$ cat src/rtl/egbw_pkg.sv
// ----------------------------------------------------------------------------
// egbw_pkg
// Shared types and constants of the Exp-Golomb bitstream writer.
// ----------------------------------------------------------------------------
package egbw_pkg;

    localparam int FIELD_BITS = 32;            // longest fixed field u(n)
    localparam int CODE_W     = 32;            // code word, left aligned
    localparam int LEN_W      = 6;             // code length 0..32
    localparam int ACC_W      = CODE_W + 8;    // packing register
    localparam int UE_W       = 16;            // ue value after saturation
    localparam logic [UE_W-1:0] UE_MAX = 16'd65534;
    localparam int Q_DEPTH    = 4;
    localparam int Q_PTR_W    = $clog2(Q_DEPTH);
    localparam int Q_CNT_W    = $clog2(Q_DEPTH + 1);
    localparam int IDX_W      = 16;
    localparam int IN_DATA_W  = 56;            // 54 bits of fields, padded
    localparam int OUT_DATA_W = 24;

    typedef enum logic [1:0] {
        OP_FIXED  = 2'd0,
        OP_UE     = 2'd1,
        OP_SE     = 2'd2,
        OP_FINISH = 2'd3
    } t_opcode;

    // one classified element as it travels through the queue
    typedef struct packed {
        logic [CODE_W-1:0] code;   // MSB aligned to bit CODE_W-1
        logic [LEN_W-1:0]  len;
        logic              fin;
    } t_elem;

    typedef struct packed {
        logic [LEN_W-1:0] pend_bits;
        logic [IDX_W-1:0] byte_cnt;
        logic             pop;
    } t_back_stat;

endpackage

$ cat src/rtl/egbw_front.sv
// ----------------------------------------------------------------------------
// egbw_front
// Classifies one syntax element into a left-aligned code word and a length.
// ----------------------------------------------------------------------------
module egbw_front (
    input  logic [1:0]              i_opcode,
    input  logic [5:0]              i_bit_count,
    input  logic [31:0]             i_value_unsigned,
    input  logic signed [15:0]      i_value_signed,
    output egbw_pkg::t_elem         o_elem
);
    import egbw_pkg::*;

    logic [LEN_W-1:0]   fix_len;
    logic [CODE_W-1:0]  fix_code;
    logic signed [15:0] s_clamp;
    logic [15:0]        s_neg;
    logic [UE_W-1:0]    se_map;
    logic [UE_W-1:0]    ue_v;
    logic [UE_W-1:0]    ue_x;
    logic [3:0]         ue_m;
    logic [4:0]         ue_sh;
    logic [CODE_W-1:0]  ue_code;
    logic [LEN_W-1:0]   ue_len;

    always_comb begin
        fix_len  = (i_bit_count > LEN_W'(FIELD_BITS)) ? LEN_W'(FIELD_BITS) : i_bit_count;
        // shift by 32 for a zero-length field clears everything
        fix_code = i_value_unsigned << (LEN_W'(CODE_W) - fix_len);
    end

    // se(v): v > 0 -> 2v-1, v <= 0 -> -2v; the most negative value folds in
    always_comb begin
        s_clamp = (i_value_signed == 16'sh8000) ? -16'sd32767 : i_value_signed;
        s_neg   = 16'(-s_clamp);
        if (s_clamp > 16'sd0) begin
            se_map = {s_clamp[14:0], 1'b0} - 16'd1;
        end else begin
            se_map = {s_neg[14:0], 1'b0};
        end
    end

    always_comb begin
        if (t_opcode'(i_opcode) == OP_SE) begin
            ue_v = se_map;
        end else if (i_value_unsigned > {16'd0, UE_MAX}) begin
            ue_v = UE_MAX;
        end else begin
            ue_v = i_value_unsigned[UE_W-1:0];
        end
        ue_x = ue_v + 16'd1;
        // leading-one detect
        ue_m = '0;
        for (int i = 0; i < UE_W; i++) begin
            if (ue_x[i]) begin
                ue_m = 4'(i);
            end
        end
        ue_sh   = 5'd31 - {ue_m, 1'b0};
        ue_code = {16'd0, ue_x} << ue_sh;
        ue_len  = LEN_W'({ue_m, 1'b0}) + LEN_W'(1);
    end

    always_comb begin
        o_elem = '0;
        case (t_opcode'(i_opcode))
            OP_FIXED: begin
                o_elem.code = fix_code;
                o_elem.len  = fix_len;
            end
            OP_UE, OP_SE: begin
                o_elem.code = ue_code;
                o_elem.len  = ue_len;
            end
            OP_FINISH: begin
                o_elem.fin = 1'b1;
            end
            default: begin
                o_elem = '0;
            end
        endcase
    end

endmodule

$ cat src/rtl/egbw_queue.sv
// ----------------------------------------------------------------------------
// egbw_queue
// Short queue of classified elements between the front and the packer.
// ----------------------------------------------------------------------------
module egbw_queue (
    input  logic                            i_clk,
    input  logic                            i_rst_n,
    input  logic                            i_push,
    input  egbw_pkg::t_elem                 i_elem,
    output logic                            o_full,
    input  logic                            i_pop,
    output logic                            o_valid,
    output egbw_pkg::t_elem                 o_elem,
    output logic [egbw_pkg::Q_CNT_W-1:0]    o_count
);
    import egbw_pkg::*;

    t_elem               r_mem [Q_DEPTH];
    logic [Q_PTR_W-1:0]  r_wr_ptr;
    logic [Q_PTR_W-1:0]  r_rd_ptr;
    logic [Q_CNT_W-1:0]  r_count;
    logic [Q_PTR_W-1:0]  n_wr_ptr;
    logic [Q_PTR_W-1:0]  n_rd_ptr;
    logic [Q_CNT_W-1:0]  n_count;
    logic                do_push;
    logic                do_pop;

    assign o_full  = (r_count == Q_CNT_W'(Q_DEPTH));
    assign o_valid = (r_count != '0);
    assign o_elem  = r_mem[r_rd_ptr];
    assign o_count = r_count;
    assign do_push = i_push && !o_full;
    assign do_pop  = i_pop && o_valid;

    always_comb begin
        n_wr_ptr = do_push ? r_wr_ptr + Q_PTR_W'(1) : r_wr_ptr;
        n_rd_ptr = do_pop  ? r_rd_ptr + Q_PTR_W'(1) : r_rd_ptr;
        n_count  = r_count + Q_CNT_W'(do_push) - Q_CNT_W'(do_pop);
    end

    always_ff @(posedge i_clk) begin
        if (do_push) begin
            r_mem[r_wr_ptr] <= i_elem;
        end
    end

    always_ff @(posedge i_clk) begin
        if (!i_rst_n) begin
            r_wr_ptr <= '0;
            r_rd_ptr <= '0;
            r_count  <= '0;
        end else begin
            r_wr_ptr <= n_wr_ptr;
            r_rd_ptr <= n_rd_ptr;
            r_count  <= n_count;
        end
    end

endmodule

$ cat src/rtl/egbw_back.sv
// ----------------------------------------------------------------------------
// egbw_back
// Bit packer: merges code words into the bit register and emits bytes.
// ----------------------------------------------------------------------------
module egbw_back (
    input  logic                            i_clk,
    input  logic                            i_rst_n,
    input  logic                            i_q_valid,
    input  egbw_pkg::t_elem                 i_q_elem,
    output logic                            o_q_pop,
    output logic                            o_out_valid,
    input  logic                            i_out_ready,
    output logic [7:0]                      o_out_byte,
    output logic [egbw_pkg::IDX_W-1:0]      o_out_index,
    output logic                            o_out_last,
    output egbw_pkg::t_back_stat            o_stat
);
    import egbw_pkg::*;

    // pending bits sit MSB-aligned in r_acc; bits below r_cnt are zero
    logic [ACC_W-1:0]  r_acc;
    logic [LEN_W-1:0]  r_cnt;
    logic [IDX_W-1:0]  r_byte_cnt;
    logic              r_out_valid;
    logic [7:0]        r_out_byte;
    logic [IDX_W-1:0]  r_out_index;
    logic              r_out_last;

    logic [ACC_W-1:0]  n_acc;
    logic [LEN_W-1:0]  n_cnt;
    logic [IDX_W-1:0]  n_byte_cnt;
    logic              n_out_valid;
    logic [7:0]        n_out_byte;
    logic [IDX_W-1:0]  n_out_index;
    logic              n_out_last;

    logic              can_out;
    logic              pop;
    logic [ACC_W-1:0]  merged;
    logic [LEN_W-1:0]  m_cnt;
    logic              emit;
    logic [IDX_W-1:0]  cnt_inc;

    assign can_out = !r_out_valid || i_out_ready;
    assign pop     = can_out && (r_cnt < LEN_W'(8)) && i_q_valid;
    assign merged  = r_acc | ({i_q_elem.code, 8'd0} >> r_cnt[2:0]);
    assign m_cnt   = r_cnt + i_q_elem.len;
    assign cnt_inc = (r_byte_cnt == '1) ? r_byte_cnt : r_byte_cnt + IDX_W'(1);

    always_comb begin
        n_acc       = r_acc;
        n_cnt       = r_cnt;
        n_byte_cnt  = r_byte_cnt;
        n_out_valid = r_out_valid;
        n_out_byte  = r_out_byte;
        n_out_index = r_out_index;
        n_out_last  = r_out_last;
        emit        = 1'b0;
        if (can_out) begin
            n_out_valid = 1'b0;
            if (r_cnt >= LEN_W'(8)) begin
                emit       = 1'b1;
                n_out_byte = r_acc[ACC_W-1 -: 8];
                n_out_last = 1'b0;
                n_acc      = r_acc << 8;
                n_cnt      = r_cnt - LEN_W'(8);
                n_byte_cnt = cnt_inc;
            end else if (i_q_valid) begin
                if (i_q_elem.fin) begin
                    // stop bit then zero fill; position and count restart
                    emit       = 1'b1;
                    n_out_byte = r_acc[ACC_W-1 -: 8] | (8'h80 >> r_cnt[2:0]);
                    n_out_last = 1'b1;
                    n_acc      = '0;
                    n_cnt      = '0;
                    n_byte_cnt = '0;
                end else if (m_cnt >= LEN_W'(8)) begin
                    emit       = 1'b1;
                    n_out_byte = merged[ACC_W-1 -: 8];
                    n_out_last = 1'b0;
                    n_acc      = merged << 8;
                    n_cnt      = m_cnt - LEN_W'(8);
                    n_byte_cnt = cnt_inc;
                end else begin
                    n_acc = merged;
                    n_cnt = m_cnt;
                end
            end
            if (emit) begin
                n_out_valid = 1'b1;
                n_out_index = r_byte_cnt;
            end
        end
    end

    always_ff @(posedge i_clk) begin
        if (!i_rst_n) begin
            r_acc       <= '0;
            r_cnt       <= '0;
            r_byte_cnt  <= '0;
            r_out_valid <= 1'b0;
        end else begin
            r_acc       <= n_acc;
            r_cnt       <= n_cnt;
            r_byte_cnt  <= n_byte_cnt;
            r_out_valid <= n_out_valid;
        end
    end

    always_ff @(posedge i_clk) begin
        r_out_byte  <= n_out_byte;
        r_out_index <= n_out_index;
        r_out_last  <= n_out_last;
    end

    assign o_q_pop          = pop;
    assign o_out_valid      = r_out_valid;
    assign o_out_byte       = r_out_byte;
    assign o_out_index      = r_out_index;
    assign o_out_last       = r_out_last;
    assign o_stat.pend_bits = r_cnt;
    assign o_stat.byte_cnt  = r_byte_cnt;
    assign o_stat.pop       = pop;

endmodule

$ cat src/rtl/exp_golomb_bitstream_writer_core.sv
// ----------------------------------------------------------------------------
// exp_golomb_bitstream_writer_core
// H.264 header bit writer: u(n), ue(v), se(v) and rbsp trailing bits.
// ----------------------------------------------------------------------------
// Input channel (s): one syntax element per item. tuser carries the opcode,
// tdata the bit count, the unsigned value and the signed value.
// Output channel (m): one bitstream byte per item with its index in the
// current NAL; tlast marks the byte written by a finish element.
// The front classifies each element into a code word and length in the
// accepting cycle and writes it into a 4-entry queue. The packer takes one
// element per cycle from the queue and emits one byte per cycle into an
// output register while that register is free; an element producing more
// than one byte keeps the queue waiting until fewer than eight bits are
// pending. The single byte output port sets the sustained rate. With an
// empty queue, a first byte passes through the queue and the output register.
// A stalled receiver holds the output register; the packer stops and the
// queue fills, after which s_tready drops. Reset empties the queue and
// clears the partial byte, bit position and byte counter.
// ----------------------------------------------------------------------------
module exp_golomb_bitstream_writer_core (
    input  logic                                i_clk,
    input  logic                                i_rst_n,
    input  logic                                i_s_tvalid,
    output logic                                o_s_tready,
    // [5:0] bit_count, [37:6] value_unsigned, [53:38] value_signed
    input  logic [egbw_pkg::IN_DATA_W-1:0]      i_s_tdata,
    // [1:0] opcode
    input  logic [1:0]                          i_s_tuser,
    output logic                                o_m_tvalid,
    input  logic                                i_m_tready,
    // [7:0] out_byte, [23:8] byte_index
    output logic [egbw_pkg::OUT_DATA_W-1:0]     o_m_tdata,
    output logic                                o_m_tlast
);
    import egbw_pkg::*;

    t_elem               front_elem;
    t_elem               q_elem;
    logic                q_full;
    logic                q_valid;
    logic                q_pop;
    logic [Q_CNT_W-1:0]  q_count;
    logic                push;
    t_back_stat          back_stat;
    logic [7:0]          out_byte;
    logic [IDX_W-1:0]    out_index;

    assign o_s_tready = !q_full;
    assign push       = i_s_tvalid && !q_full;

    egbw_front u_front (
        .i_opcode         (i_s_tuser),
        .i_bit_count      (i_s_tdata[5:0]),
        .i_value_unsigned (i_s_tdata[37:6]),
        .i_value_signed   (i_s_tdata[53:38]),
        .o_elem           (front_elem)
    );

    egbw_queue u_queue (
        .i_clk   (i_clk),
        .i_rst_n (i_rst_n),
        .i_push  (push),
        .i_elem  (front_elem),
        .o_full  (q_full),
        .i_pop   (q_pop),
        .o_valid (q_valid),
        .o_elem  (q_elem),
        .o_count (q_count)
    );

    egbw_back u_back (
        .i_clk       (i_clk),
        .i_rst_n     (i_rst_n),
        .i_q_valid   (q_valid),
        .i_q_elem    (q_elem),
        .o_q_pop     (q_pop),
        .o_out_valid (o_m_tvalid),
        .i_out_ready (i_m_tready),
        .o_out_byte  (out_byte),
        .o_out_index (out_index),
        .o_out_last  (o_m_tlast),
        .o_stat      (back_stat)
    );

    assign o_m_tdata = {out_index, out_byte};

    // packer never holds more than a partial byte plus one full code word
    a_pend_range: assert property (@(posedge i_clk) disable iff (!i_rst_n)
        back_stat.pend_bits <= LEN_W'(ACC_W - 1))
        else $error("pending bit count out of range");

    // no new element merged while a whole byte is still waiting
    a_no_pop_full_byte: assert property (@(posedge i_clk) disable iff (!i_rst_n)
        back_stat.pend_bits >= LEN_W'(8) |-> !back_stat.pop)
        else $error("element popped with a whole byte pending");

    // while the finish byte is shown, the NAL state has already restarted
    a_finish_restart: assert property (@(posedge i_clk) disable iff (!i_rst_n)
        o_m_tvalid && o_m_tlast |-> back_stat.pend_bits == '0 && back_stat.byte_cnt == '0)
        else $error("state not restarted after finish");

    // queue occupancy never exceeds its depth
    a_queue_range: assert property (@(posedge i_clk) disable iff (!i_rst_n)
        q_count <= Q_CNT_W'(Q_DEPTH))
        else $error("queue occupancy out of range");

    // an accepted element that is not popped leaves the queue non-empty
    a_queue_count: assert property (@(posedge i_clk) disable iff (!i_rst_n)
        push && !q_pop |=> q_count != '0)
        else $error("queue occupancy inconsistent");

endmodule

$ cat config.mk
export PLATFORM = sky130hd
export DESIGN_NAME = exp_golomb_bitstream_writer_core
export DESIGN_NICKNAME = d
export VERILOG_FILES = /design/src/rtl/egbw_pkg.sv /design/src/rtl/egbw_front.sv /design/src/rtl/egbw_queue.sv /design/src/rtl/egbw_back.sv /design/src/rtl/exp_golomb_bitstream_writer_core.sv
export SDC_FILE = /design/constraint.sdc
export NUM_CORES = 1
export LEC_CHECK = 0
export BUFFER_PORTS_ARGS = -buffer_cell sky130_fd_sc_hd__buf_2
export CORE_MARGIN = 4
export CORE_UTILIZATION = 25
export CTS_CLUSTER_SIZE = 24
export DETAILED_ROUTE_END_ITERATION = 16
export PLACE_DENSITY = 0.46
export SLEW_MARGIN = 20
export SYNTH_ARGS = -nofsm -noshare
export SYNTH_HDL_FRONTEND = slang
export SYNTH_SLANG_ARGS = --single-unit
$ cat constraint.sdc
create_clock -name i_clk -period 5.8 [get_ports i_clk]
set_input_delay 0.29 -clock i_clk [delete_from_list [all_inputs] [get_ports i_clk]]
set_output_delay 0.29 -clock i_clk [all_outputs]
set_load 0.01 [all_outputs]
==> run_results.csv <==
group,metric,value,unit
outcome,outcome,"finished clean",
floorplan,dieArea,0.0679,mm2
global_routing,busiest_layer,"met2",
synth,netlist_area,0.0159,mm2
synth,synth-edff-count,181,
synth,seq_area_frac_synth,43.0,%
hold_path,hp-class,"in2reg",
timing,fin_crit,5.32,ns
setup_path,path_max_fanout,9,
timing,final.setup.tns,0,ns
pwr,leakage,6.77,nW
floorplan,chipWidth,261,um
global_routing,use_met3,1.83,%
floorplan,die_h,261,um
job,maxCapViolations,0,
pwr,combinationalPowerShare,45.1,%
setup_path,worstSetupPathType,"in2reg",
floorplan,num_rows,92,
pwr,ir_worst_vdd,289,uV
clock_tree,cts_max_path_buffers,3,
timing,fmax,188,MHz
timing,hold_viol,0,
route,vias,12900,
timing,tightest_slew,1.06,ns
pwr,switching_share,39.0,%
route,drtIter0Drc,803,
placed_design,post-place-ws,0.0274,ns
pwr,p_int,4.74,mW
synth,synth_cell_types,94,
clock_tree,cts.sink_count,252,
placed_design,hpwlAfterDp,35300,um
timing,fin_crit_sh,91.8,%
placed_design,port_buffers,86,
clock_tree,clock_latency,0.56,ns
global_routing,grt_pass1_vias,12900,
clock_tree,cts_made_buffers,28,
global_routing,grt.overflow.total,0,
clock_tree,cts_tree,"built",
floorplan,coreArea,0.0631,mm2
route,dr.pass1.iters,5,
setup_path,worstPathArrival,5.62,ns
synth,syn-num-nets,1632,
clock_tree,htreeDepth,1,
synth,synthFlopType,"edfxtp_1",
clock_tree,root_buffer,"clkbuf_16",
setup_path,end_kind,"flop",
cells_and_area,final_nets,1742,
route,viasPerCell,5.09,
route,wl_per_cell,19.2,um
route,drc_errors,0,
cells_and_area,drive_gt1_share,20.5,%
timing,fin_skew,0.0231,ns
floorplan,ios,89,
route,antenna_left,0,
pwr,p_per_area,415,mW/mm2
global_routing,grt_pass1_wl,75800,um
timing,maxSlewViolCount,0,
timing,setup_viol,0,
pwr,p_switching,3.03,mW
synth,synth_area_leaders,"edfxtp_1 34%, dfxtp_1 8.9%, mux2i_1 7.8%, mux4_2 5.7%, nor2_1 3.8%",
cells_and_area,fillerInstances,6656,
global_routing,antenna_found_initial,6,
setup_path,r2r_setup_slack,1.35,ns
synth,synth_seq_cells,252,
clock_tree,post_cts_buffers,0,
pwr,seq_power_share,32.2,%
clock_tree,clkTransAtPathRegs,0.06,ns
synth,yosys.area.top_type,"edfxtp_1",
timing,max_slew_margin,29.5,%
synth,avgSynthCellArea,10.3,um2
route,wl,48700,um
clock_tree,ctsResizeCount,0,
pwr,clockPowerShare,22.6,%
synth,ys_warn_count,0,
global_routing,met1_usage,18.6,%
cells_and_area,areaGrowthSynthToFinish,17.5,%
timing,setup_slack,0.476,ns
setup_path,startpoint_type,"input pin",
floorplan,initial_core_util,25.3,%
placed_design,place.gp.congestion,0.856,
global_routing,grt_max_degree,58,
global_routing,met2_usage,24.2,%
clock_tree,cts_hold_buf,0,
synth,synthArstFlopShare,0,%
synth,synth_top_area_share,34.1,%
global_routing,grt_usage,13.9,%
synth,netlist_instances,1547,
timing,rsz0062_at_grt,"false",
setup_path,cp.required,6.10,ns
[final timing paths]
check	from	to	cells after the start
setup / recovery	i_s_tdata[51]	u_queue.r_mem[0][16]$_DFFE_PP_	26
hold / removal	i_m_tready	u_back.o_out_valid$_SDFFE_PN0P_	4
setup reg to reg	flop	u_back.r_byte_cnt[11]$_SDFFE_PN0P_	15
hold reg to reg	u_back.r_byte_cnt[7]$_SDFFE_PN0P_	u_back.o_out_index[7]$_DFFE_PP_	0
[per-stage QoR]
stage | area, um2 | utilization, % | power (mW) | hold slack [ns] | std cells
finish | 18700 | 29.7 | 7.78 | 0.184 | 2530
CTS | 18700 | 29.7 | 7.87 | 0.171 | 2525
global placement | 17800 | 28.2 | 6.06 | 0.454 | 2473
global route | 18700 | 29.7 | 8.34 | 0.225 | 2527
floorplan | 15900 | - | 5.03 | 0.432 | 1547
detailed placement | 17800 | 28.2 | 6.08 | 0.460 | 2473
[cell families (layout without fill, tap and decap cells)]
| group | Yosys count | after routing | synth area share, % |
|---|---|---|---|
| flip-flops | 252 | 252 | 43.0 |
| XOR/XNOR | 47 | 47 | 2.68 |
| adder cells (fa/ha/maj) | 23 | 23 | 1.90 |
| AND/OR/NAND/NOR | 505 | 505 | 16.1 |
| buffers and inverters | 136 | 268 | 3.32 |
| multiplexers | 189 | 189 | 15.2 |
| other | 0 | 5 | 0 |
| AO/OA/AOI/OAI | 395 | 395 | 17.7 |
[critical path, stage by stage]
cell and delay, ns:
buf_2 0.10, nor4b_1 0.39, nand3_1 0.23, nor2_1 0.14
nor2_1 0.05, ha_1 0.22, nor3b_1 0.16, a41oi_1 0.30
mux2_2 0.40, and2_1 0.16, ha_1 0.19, inv_1 0.07
a31oi_1 0.05, and2_1 0.24, buf_4 0.18, and3_1 0.17
o2111a_1 0.24, a31oi_1 0.19, a311oi_2 0.08, o21ai_2 0.23
and2_1 0.37, a211oi_1 0.16, o31ai_1 0.48, buf_4 0.21
o22ai_1 0.12, buf_4 0.18
[routing by layer]
metal  routed length [um]  share of wire (%)
met2                23700                 49
met4                  871                1.8
met5                   15              0.031
met3                 1930                4.0
met1                22100                 45
[cell type report]
type	instances	area, um2	share of cell area, %
Antenna cell	5	12.5	0.0668
Timing Repair Buffer	185	1170	6.27
Clock buffer	36	751	4.01
Clock inverter	16	170	0.909
Inverter	31	116	0.621
Sequential cell	252	6860	36.6
Tap cell	846	1060	5.65
Multi-Input combinational cell	1159	8590	45.8
[Yosys cell counts, drive strengths merged (17+ instances only)]
cell type / count
nor2b: 19
nor2: 160
dfxtp: 71
xor2: 17
nand3: 34
o21ai: 60
a21oi: 75
a221oi: 34
and2: 28
mux2i: 126
nand4: 19
mux2: 23
and3: 19
edfxtp: 181
mux4: 40
a211oi: 55
nor3: 32
xnor2: 30
nor3b: 27
a22oi: 17
nand2: 100
ha: 21
clkbuf: 81
inv: 29
buf: 24
[power groups by stage]
stage	Clock, mW	Combinational (mW)	Sequential (mW)
after floorplan	0	2.49	2.54
after global placement	0	3.52	2.54
after detailed placement	0	3.53	2.55
after CTS	1.82	3.55	2.51
after global routing	1.90	3.89	2.54
final	1.76	3.51	2.51
[layout by cell type (no fill, tap or decap), drive strengths merged, types with 34 or more instances in the layout]
cell type / n
buf: 185
edfxtp: 181
nor2: 160
mux2i: 126
nand2: 100
a21oi: 75
dfxtp: 71
o21ai: 60
a211oi: 55
mux4: 40
clkbuf: 36
nand3: 34
a221oi: 34
[sequential cells by signal, indices dropped and copies added, names as in the netlist, named ones only]
register / count
u_back.o_out_byte: 8
u_back.o_out_index: 16
u_back.o_out_last: 1
u_back.o_out_valid: 1
u_back.r_acc: 39
u_back.r_byte_cnt: 16
u_back.r_cnt: 6
u_queue.o_count: 3
u_queue.r_mem: 156
u_queue.r_rd_ptr: 2
u_queue.r_wr_ptr: 2
Power figures use the tool's default switching activity.
